==> src/rtl/core/ibb_pkg.sv <==
// ----------------------------------------------------------------------------
// IR beam-break detector package
// Shared widths, scan kinds, lane control and divider constants.
// ----------------------------------------------------------------------------
package ibb_pkg;

    localparam int NUM_SENSORS       = 6;
    localparam int SAMPLE_FIELD_BITS = 10;
    localparam int SUM_BITS          = 18;
    localparam int PROGRESS_BITS     = 8;

    localparam int CAL_COUNT_DEFAULT   = 200;
    localparam int SAMPLE_BITS_DEFAULT = 10;

    localparam int S_TDATA_BITS = 64;
    localparam int M_TDATA_BITS = 16;

    localparam int LOAD_LATENCY = 3;

    localparam logic KIND_DETECT = 1'b0;
    localparam logic KIND_CAL    = 1'b1;

    // Exact floor division by five of a value below 2^(SUM_BITS + 2).
    localparam int          DIV5_IN_BITS   = SUM_BITS + 2;
    localparam int          DIV5_MULT_BITS = DIV5_IN_BITS + 1;
    localparam int          DIV5_SHIFT     = DIV5_IN_BITS + 3;
    localparam logic [63:0] DIV5_MULT_FULL = ((64'd1 << DIV5_SHIFT) + 64'd4) / 64'd5;

    typedef struct packed {
        logic accum;
        logic finish;
        logic load;
    } lane_ctrl_t;

endpackage

==> src/rtl/core/ir_beam_break_detector.sv <==
// ----------------------------------------------------------------------------
// IR beam-break detector
// Six-sensor calibration and beam-break mask generation.
// ----------------------------------------------------------------------------
// The block accepts one scan per clock cycle while the output is not held by
// m_tready, and returns one result per scan through a registered output stage,
// so a full stream runs at one scan per cycle. Apart from back-pressure, the only
// exception is the calibration scan that completes a run: after it is accepted,
// s_tready stays low while each lane's two-multiplier divide pipeline loads the
// new threshold, so the next scan waits until the load is done.
module ir_beam_break_detector #(
    parameter int CAL_COUNT   = ibb_pkg::CAL_COUNT_DEFAULT,
    parameter int SAMPLE_BITS = ibb_pkg::SAMPLE_BITS_DEFAULT
) (
    input  logic                              aclk,
    input  logic                              aresetn,
    input  logic                              s_tvalid,
    output logic                              s_tready,
    // sample_0 .. sample_5, 10 bits each from bit 0 up, zero padded.
    input  logic [ibb_pkg::S_TDATA_BITS-1:0]  s_tdata,
    // kind.
    input  logic [0:0]                        s_tuser,
    output logic                              m_tvalid,
    input  logic                              m_tready,
    // blocked_mask [5:0], calibration_progress [13:6], zero padded.
    output logic [ibb_pkg::M_TDATA_BITS-1:0]  m_tdata,
    // calibration_done.
    output logic [0:0]                        m_tuser
);

    localparam int NS  = ibb_pkg::NUM_SENSORS;
    localparam int SFB = ibb_pkg::SAMPLE_FIELD_BITS;
    localparam int PB  = ibb_pkg::PROGRESS_BITS;
    localparam int LL  = ibb_pkg::LOAD_LATENCY;

    logic                  accept;
    logic                  is_cal;
    logic                  done_now;
    logic [PB-1:0]         cnt_inc;
    logic [PB-1:0]         scan_count_reg;
    logic [PB-1:0]         scan_count_next;
    logic [LL-1:0]         busy_reg;
    logic [LL-1:0]         busy_next;
    logic [NS-1:0]         lane_blocked;
    ibb_pkg::lane_ctrl_t   lane_ctrl;

    logic                  m_tvalid_reg;
    logic                  m_tvalid_next;
    logic [NS-1:0]         mask_reg;
    logic [PB-1:0]         progress_reg;
    logic                  done_reg;

    assign s_tready = (busy_reg == '0) && (!m_tvalid_reg || m_tready);
    assign accept   = s_tvalid && s_tready;
    assign is_cal   = (s_tuser[0] == ibb_pkg::KIND_CAL);
    assign cnt_inc  = scan_count_reg + PB'(1);
    assign done_now = is_cal && (cnt_inc >= PB'(CAL_COUNT));

    assign lane_ctrl.accum  = accept && is_cal;
    assign lane_ctrl.finish = accept && done_now;
    assign lane_ctrl.load   = busy_reg[LL-1];

    assign busy_next = {busy_reg[LL-2:0], lane_ctrl.finish};

    always_comb begin
        scan_count_next = scan_count_reg;
        if (lane_ctrl.finish) begin
            scan_count_next = '0;
        end else if (lane_ctrl.accum) begin
            scan_count_next = cnt_inc;
        end
    end

    for (genvar i = 0; i < NS; i++) begin : g_lane
        ibb_lane #(
            .CAL_COUNT   (CAL_COUNT),
            .SAMPLE_BITS (SAMPLE_BITS)
        ) u_lane (
            .aclk    (aclk),
            .aresetn (aresetn),
            .ctrl    (lane_ctrl),
            .sample  (s_tdata[i*SFB +: SFB]),
            .blocked (lane_blocked[i])
        );
    end

    assign m_tvalid_next = accept || (m_tvalid_reg && !m_tready);

    always_ff @(posedge aclk) begin
        if (!aresetn) begin
            scan_count_reg <= '0;
            busy_reg       <= '0;
            m_tvalid_reg   <= 1'b0;
        end else begin
            scan_count_reg <= scan_count_next;
            busy_reg       <= busy_next;
            m_tvalid_reg   <= m_tvalid_next;
        end
    end

    always_ff @(posedge aclk) begin
        if (accept) begin
            mask_reg     <= is_cal ? '0 : lane_blocked;
            done_reg     <= done_now;
            progress_reg <= scan_count_next;
        end
    end

    assign m_tvalid = m_tvalid_reg;
    assign m_tdata  = {(ibb_pkg::M_TDATA_BITS - NS - PB)'(0), progress_reg, mask_reg};
    assign m_tuser  = done_reg;

    a_busy_stalls: assert property (@(posedge aclk) disable iff (!aresetn)
        (busy_reg != '0) |-> !s_tready)
        else $error("Scan accepted while thresholds were loading.");

    a_finish_stalls: assert property (@(posedge aclk) disable iff (!aresetn)
        lane_ctrl.finish |=> !s_tready)
        else $error("Input not held off after a completed calibration run.");

    a_count_bound: assert property (@(posedge aclk) disable iff (!aresetn)
        scan_count_reg < PB'(CAL_COUNT))
        else $error("Calibration scan count reached the run length.");

    a_done_result: assert property (@(posedge aclk) disable iff (!aresetn)
        (m_tvalid && m_tuser[0]) |-> (m_tdata == '0))
        else $error("Completed calibration result carries a mask or progress.");

endmodule

==> src/rtl/core/ibb_lane.sv <==
// ----------------------------------------------------------------------------
// IR beam-break detector sensor lane
// Accumulates calibration samples, derives the threshold and compares.
// ----------------------------------------------------------------------------
module ibb_lane #(
    parameter int CAL_COUNT   = ibb_pkg::CAL_COUNT_DEFAULT,
    parameter int SAMPLE_BITS = ibb_pkg::SAMPLE_BITS_DEFAULT
) (
    input  logic                                 aclk,
    input  logic                                 aresetn,
    input  ibb_pkg::lane_ctrl_t                  ctrl,
    input  logic [ibb_pkg::SAMPLE_FIELD_BITS-1:0] sample,
    output logic                                 blocked
);

    localparam int SMP_W = (SAMPLE_BITS < ibb_pkg::SAMPLE_FIELD_BITS) ?
                           SAMPLE_BITS : ibb_pkg::SAMPLE_FIELD_BITS;
    localparam int SUM_W    = ibb_pkg::SUM_BITS;
    localparam int DIV_LOG  = $clog2(CAL_COUNT);
    localparam int DIV_SH   = SUM_W + DIV_LOG;
    localparam int MULT_W   = SUM_W + 1;
    localparam logic [63:0] MULT_FULL =
        ((64'd1 << DIV_SH) + 64'(CAL_COUNT) - 64'd1) / 64'(CAL_COUNT);
    localparam int PROD1_W  = SUM_W + MULT_W;
    localparam int D5_IN_W  = ibb_pkg::DIV5_IN_BITS;
    localparam int D5_M_W   = ibb_pkg::DIV5_MULT_BITS;
    localparam int PROD2_W  = D5_IN_W + D5_M_W;

    localparam logic [MULT_W-1:0] DIV_MULT = MULT_FULL[MULT_W-1:0];
    localparam logic [D5_M_W-1:0] DIV5_MULT = ibb_pkg::DIV5_MULT_FULL[D5_M_W-1:0];

    logic [SMP_W-1:0]       smp;
    logic [SUM_W:0]         sum_add;
    logic [SUM_W-1:0]       sum_sat;
    logic [SUM_W-1:0]       sum_reg;
    logic [SUM_W-1:0]       sum_next;
    logic [SUM_W-1:0]       div_in_reg;
    logic [PROD1_W-1:0]     prod1_reg;
    logic [SUM_W-1:0]       avg;
    logic [D5_IN_W-1:0]     avg4;
    logic [PROD2_W-1:0]     prod2_reg;
    logic [D5_IN_W-1:0]     thr_full;
    logic [SAMPLE_BITS-1:0] thr_reg;
    logic [SAMPLE_BITS-1:0] thr_next;

    assign smp     = sample[SMP_W-1:0];
    assign sum_add = {1'b0, sum_reg} + (SUM_W + 1)'(smp);
    assign sum_sat = sum_add[SUM_W] ? {SUM_W{1'b1}} : sum_add[SUM_W-1:0];

    always_comb begin
        sum_next = sum_reg;
        if (ctrl.finish) begin
            sum_next = '0;
        end else if (ctrl.accum) begin
            sum_next = sum_sat;
        end
    end

    assign avg      = SUM_W'(prod1_reg >> DIV_SH);
    assign avg4     = {avg, 2'b00};
    assign thr_full = D5_IN_W'(prod2_reg >> ibb_pkg::DIV5_SHIFT);
    assign thr_next = ctrl.load ? thr_full[SAMPLE_BITS-1:0] : thr_reg;

    always_ff @(posedge aclk) begin
        if (!aresetn) begin
            sum_reg <= '0;
            thr_reg <= '0;
        end else begin
            sum_reg <= sum_next;
            thr_reg <= thr_next;
        end
    end

    // Threshold pipeline: floor(sum / CAL_COUNT), then floor(avg * 4 / 5).
    always_ff @(posedge aclk) begin
        if (ctrl.finish) begin
            div_in_reg <= sum_sat;
        end
        prod1_reg <= PROD1_W'(div_in_reg) * PROD1_W'(DIV_MULT);
        prod2_reg <= PROD2_W'(avg4) * PROD2_W'(DIV5_MULT);
    end

    assign blocked = (SAMPLE_BITS'(smp) <= thr_reg);

endmodule
==> config.mk <==
export PLATFORM = sky130hd
export DESIGN_NAME = ir_beam_break_detector
export DESIGN_NICKNAME = d
export VERILOG_FILES = /design/src/rtl/core/ibb_pkg.sv /design/src/rtl/core/ir_beam_break_detector.sv /design/src/rtl/core/ibb_lane.sv
export SDC_FILE = /design/constraint.sdc
export NUM_CORES = 2
export LEC_CHECK = 0
export BUFFER_PORTS_ARGS = -buffer_cell sky130_fd_sc_hd__buf_2
export CORE_MARGIN = 3
export CORE_UTILIZATION = 30
export DETAILED_ROUTE_END_ITERATION = 12
export GPL_TIMING_DRIVEN = 0
export MAX_ROUTING_LAYER = met4
export PLACE_DENSITY_LB_ADDON = 0.25
export SLEW_MARGIN = 5
export SYNTH_ARGS = -nofsm -noshare
export SYNTH_HDL_FRONTEND = slang
export SYNTH_SLANG_ARGS = --single-unit
export TNS_END_PERCENT = 100
==> constraint.sdc <==
create_clock -name aclk -period 8.17 [get_ports aclk]
set_input_delay 1.634 -clock aclk [delete_from_list [all_inputs] [get_ports aclk]]
set_output_delay 1.634 -clock aclk [all_outputs]
set_load 0.05 [all_outputs]
* After elaboration in Yosys (flattened, before gate mapping) *
Cells that the tools add are included.

storage, ports and cells
  register bits after elaboration = 705
  output and inout port bits = 19

cells by class
  add/subtract/negate cells = 7
  multiply operators = 12
  $lt $le $gt $ge = 7
  multiplexer cells = 8
  bitwise logic cells = 1
  reductions and logical operators = 12

operators with widths
  operator                                                   number
  multiplier 18 x 19 -> 37 bit (second input constant)       6
  multiplier 11 x 20 -> 30 bit (second input constant)       6
  adder 18 x 10 -> 19 bit                                    6
  2-to-1 mux 18 bit                                          6
  less-or-equal comparator 10 bit                            6
  2-to-1 mux 8 bit                                           2
  adder 8 x 1 -> 8 bit (second input constant)               1
  greater-or-equal comparator 8 bit (second input constant)  1
  logical AND 1 bit                                          6
  zero test 3 bit                                            1
  zero test 1 bit                                            2
  logical OR 1 bit                                           2
  OR reduction 2 bit                                         1
  inverter 1 bit                                             1

* Logic depth before layout (Yosys ltp) *
  word-level depth = 7
  depth in mapped cells = 22
  depth with buffers taken out = 22

* By module *
From an unflattened synthesis, not the netlist that was laid out.

unflattened totals
  cell total of the unflattened synthesis = 7278
  area total of the unflattened synthesis = 69934.6 µm²

by module, submodules not included
  module                           instances  cells an instance  area each (µm²)
  ibb_lane (g_lane[0].u_lane ...)  2          1197               11462.2
  ibb_lane (g_lane[4].u_lane)      1          1193               11523.6
  ibb_lane (g_lane[2].u_lane)      1          1205               11453.5
  ibb_lane (g_lane[5].u_lane)      1          1180               11394.7
  ibb_lane (g_lane[3].u_lane)      1          1192               11380.9
  ir_beam_break_detector           1          114                1257.5

* Least setup slack after synthesis *
OpenSTA, ideal clock, no wires.

  path kind = input-to-reg
  from = in m_tready
  to = reg g_lane[0].u_lane.div_in_reg[0], enable pin
  arrival = 6.873 ns
  data required time = 7.656 ns
  path slack = 0.783 ns
  cell stages on the path = 5
  path through = nor2b_1 -> nor4_1 -> nand2_1 -> nor2_1 -> clkbuf_1

between the ends
  word-level cells in the longest chain between the ends = 4

ends and longest elaborated chain
  what                    RTL line                      source
  from (decl)             ir_beam_break_detector.sv:24  input logic m_tready,
  logical OR 1 bit        ir_beam_break_detector.sv:53  assign s_tready = (busy_reg == '0) && (!m_tvalid_reg || m_tready);
  logical AND 1 bit       ir_beam_break_detector.sv:53
  named net s_tready      ir_beam_break_detector.sv:18  output logic s_tready,
  logical AND 1 bit       ir_beam_break_detector.sv:54  assign accept = s_tvalid && s_tready;
  logical AND 1 bit       ir_beam_break_detector.sv:60  assign lane_ctrl.finish = accept && done_now;
  named net busy_next[0]  ir_beam_break_detector.sv:43  logic [LL-1:0] busy_next;
  to (signal assigned)    ibb_lane.sv:77                div_in_reg <= sum_sat;
  to (decl)               ibb_lane.sv:37                logic [SUM_W-1:0] div_in_reg;

The timed path passes the listed nets, and every way through them passes these cells.
A chain may end at the register's enable or synchronous reset.

* Worst setup path after layout *
  from = reg g_lane[0].u_lane.div_in_reg[9]
  to = reg g_lane[0].u_lane.prod1_reg[36]

between the ends
  word-level cells in the longest chain between the ends = 1

ends and longest elaborated chain
  what                          RTL line        source
  multiplier 18 x 19 -> 37 bit  ibb_lane.sv:79  prod1_reg <= PROD1_W'(div_in_reg) * PROD1_W'(DIV_MULT);
  to (signal assigned)          ibb_lane.sv:79
  to (decl)                     ibb_lane.sv:38  logic [PROD1_W-1:0] prod1_reg;

Every way passes these cells.

==> impl_results.md <==
* Worst Hold Depth at 2
* R2r endpoint: g_lane[0].u_lane.prod1_reg[36]
* Worst slew pin tran at 1.27 ns
* Vias at 44000
* XOR/XNOR Fraction of Synth Area at 0.0275
* Root buf cell: clkbuf_16
* FF+latch count, synth at 429
* Post-synth top flop: dfxtp_1
* Hold Path Origin: g_lane[0].u_lane.sum_reg[7]
* Initial antenna violation count at 16
* Synth unique cells at 84
* Die Wd at 476 um
* # hold bufs at CTS at 0
* RSZ-0062 raised after global routing: no
* Clk buf depth at 3
* Post-synth EDFFs at 123
* Via/cell ratio at 4.48
* Critical Path Source Type: register
* Minimum clock period at 6.79 ns
* Setup repair bufs after CTS at 0
* Worst r2r src: g_lane[0].u_lane.div_in_reg[9]
* Core ar. at 218000 um2
* Post-CTS resize count at 0
* Finish-stage setup viols at 0
* Area Growth Syn to Fin at 9.11%
* Detailed Place HPWL at 141 mm
* Routability congestion estimate from global placement at 0.878
* Clock latency on the worst-skew pair at 0.65 ns
* H-tree Lvls at 2
* R2R depth at 18
* Ratio of cells with drive above 1 in the final layout at 0.0343
* Average cell area after synthesis at 9.93 um2
* Crit Path Class: reg -> reg
* Compound-Gate Fraction of Synth Area at 0.0789
* Net count, final at 9280
* Initial Utilization at 0.303
* CTS tree: built
* Io pins at 88
* Synth Instances at 6669
* Seq/Total Area, Yosys at 0.148
* Data arrival, critical path at 7.34 ns
* Ys Warns at 0
* Status: finished clean
* Max-slew headroom at 0.152
* Placed Instances at 9695
* Initial DRC count at 1772
* Crit-path max FO at 7
* Final Instance Area at 72300 um2
* Async set-reset flop share out of synthesis at 0
* First-pass GRT wire length at 263 mm
* PnR worst setup slack at 1.38 ns
* Final period util at 0.831
* Final Hold Viols at 0
* Total die area at 227000 um2
* WHS Endpoint: g_lane[0].u_lane.sum_reg[7]
* Synth Area in Simple Gates at 0.0717
* Adder-cell share of the synthesized area at 0.560
* GRT Overall Usage at 0.151
* Die H at 476 um
* Maximum number of pins on one net before global-route repair at 55
* ANT nets after route at 0
* DRT Pass-1 Iters at 5
* Max-cap violations at 0
* Worst Hold Margin at 0.479 ns
* Pwr Density at 72.7 nW/um2
* Final wirelength at 161 mm
* Area after DPL at 70400 um2
* Setup crit end kind: register
* DRC at 0
* Non-Filler Instances at 9805
* Setup WS pre-CTS at 1.34 ns
* Highest Clock Rate at 0.147 GHz
* Vias in the first global route at 47200
* Num CTS Buffers at 53
* Slew Limit Fails at 0
* Final Skew at 0.0257 ns
* Residual overflow from global routing at 0
* Synthesized area at 66300 um2
* DR WL/cell at 16.4 um
* Worst-path clk slew at 0.06 ns
* R2r setup slk at 1.38 ns
* Multiplexer share of the synthesized area at 0.0107
* Core Rows at 171
* Largest family of logic cells by synthesized area: adder cells
* Critical path required time at 8.73 ns
* Worst vdd ir at 0.149 mV
* Leak at 37.1 nW
* PortBufs at 81
* Worst Hold Class: reg -> reg
* Clock Sinks at 429
## worst max-delay path: stages, from the launching register on
cell and delay [ns]:
edfxtp_1 0.67, fa_1 0.74, fa_1 0.47, fa_1 0.56, fa_1 0.43, fa_1 0.49
inv_1 0.05, fa_1 0.48, inv_1 0.05, ha_1 0.29, a21o_1 0.17, a221oi_1 0.29
nor2_1 0.10, a2111oi_1 0.56, a2111oi_0 0.31, o2111ai_1 0.31, a21oi_1 0.17, o41ai_1 0.42
xnor2_1 0.16
## kinds of logic (layout without fill, tap and decap cells)
| family | Yosys count | count (layout) |
|---|---|---|
| xor+xnor | 208 | 208 |
| other cells | 1 | 13 |
| flops | 429 | 429 |
| fa+ha+maj | 2402 | 2402 |
| buf+inv | 1820 | 2003 |
| compound gates | 787 | 787 |
| mux | 70 | 70 |
| simple gates | 952 | 952 |
## report_power, final
part / leakage, nW / total [mW] / internal (mW) / switching, mW
Sequential: 3.65 / 2.25 / 2.23 / 0.0237
Combinational: 32.5 / 0.486 / 0.171 / 0.315
Clock: 0.903 / 2.51 / 1.47 / 1.04
## per-layer routing
layer	global-route usage	up-vias	wire [um]
li1	-	21800	-
met1	0.196	21500	74000
met2	0.254	489	78300
met3	0.0122	170	4130
met4	0.0393	0	4390
met5	-	-	0
## Yosys cell counts, types with 54 or more instances
library cell     n  area [um2]
nor2b_1        110         688
ha_1          1466       18300
o21ai_1         61         305
a21oi_1        216        1080
xnor2_1        141        1230
inv_1         1753        6580
nor3_1         125         626
edfxtp_1       123        3690
nand3_1         69         345
o21a_1          58         435
o21ai_0         83         415
nor2_1         217         815
fa_1           936       18700
clkbuf_1        54         203
xor2_1          67         587
nand2_1        187         702
mux2i_1         62         621
a21o_1         111         833
dfxtp_1        306        6130
## cells in the final DEF, fill, tap and decap left out, types with 10 or more instances in the layout
master / n
o211ai_1: 18
ha_1: 1466
o21bai_1: 22
clkbuf_16: 54
inv_1: 1753
a211o_1: 13
and2_1: 18
nor3_1: 125
diode_2: 11
nand2b_1: 50
o21ai_1: 61
o21ai_0: 83
nand3_1: 69
a21o_1: 111
o21a_1: 58
a211oi_1: 34
a311oi_1: 32
a31oi_1: 27
nor2b_1: 110
and3_1: 26
clkbuf_1: 58
mux2i_1: 62
nand4_1: 47
edfxtp_1: 123
nor2_1: 217
buf_2: 83
or3_1: 15
nor4_1: 12
nand2_1: 187
xnor2_1: 141
a21oi_1: 216
o31ai_1: 12
dfxtp_1: 306
or2_1: 27
a2111oi_0: 10
fa_1: 936
xor2_1: 67
or2_2: 32
## worst max path at each step
stage | start | to | slack, ns | cells past startpoint
after CTS | g_lane[0].u_lane.div_in_reg[16] | g_lane[0].u_lane.prod1_reg[36] | 1.30 | 20
after global placement | m_tready | progress_reg[3] | -1.56 | 7
after floorplan | m_tready | g_lane[0].u_lane.div_in_reg[0] | 0.78 | 5
after global routing | g_lane[0].u_lane.div_in_reg[16] | g_lane[0].u_lane.prod1_reg[36] | 0.87 | 20
final | g_lane[0].u_lane.div_in_reg[9] | g_lane[0].u_lane.prod1_reg[36] | 1.38 | 18
after detailed placement | g_lane[0].u_lane.div_in_reg[16] | g_lane[0].u_lane.prod1_reg[36] | 1.34 | 20
## area by class of cell
class	instances	area (um2)
fill	22400	146000
multi-input combinational	4421	49600
sequential	429	9820
inverter	1755	6590
tap	2941	3680
clock buffer	65	1450
timing repair buffer	84	468
clock inverter	34	390
buffer	65	258
antenna	11	27.5
## metrics by stage
step                 util  power (mW)  setup TNS [ns]
floorplan               -        2.60               0
global placement    0.322        2.78         -170.08
detailed placement  0.322        2.79               0
CTS                 0.331        5.34               0
global route        0.331        5.45               0
finish              0.331        5.25               0
Power figures use the tool's default switching activity.
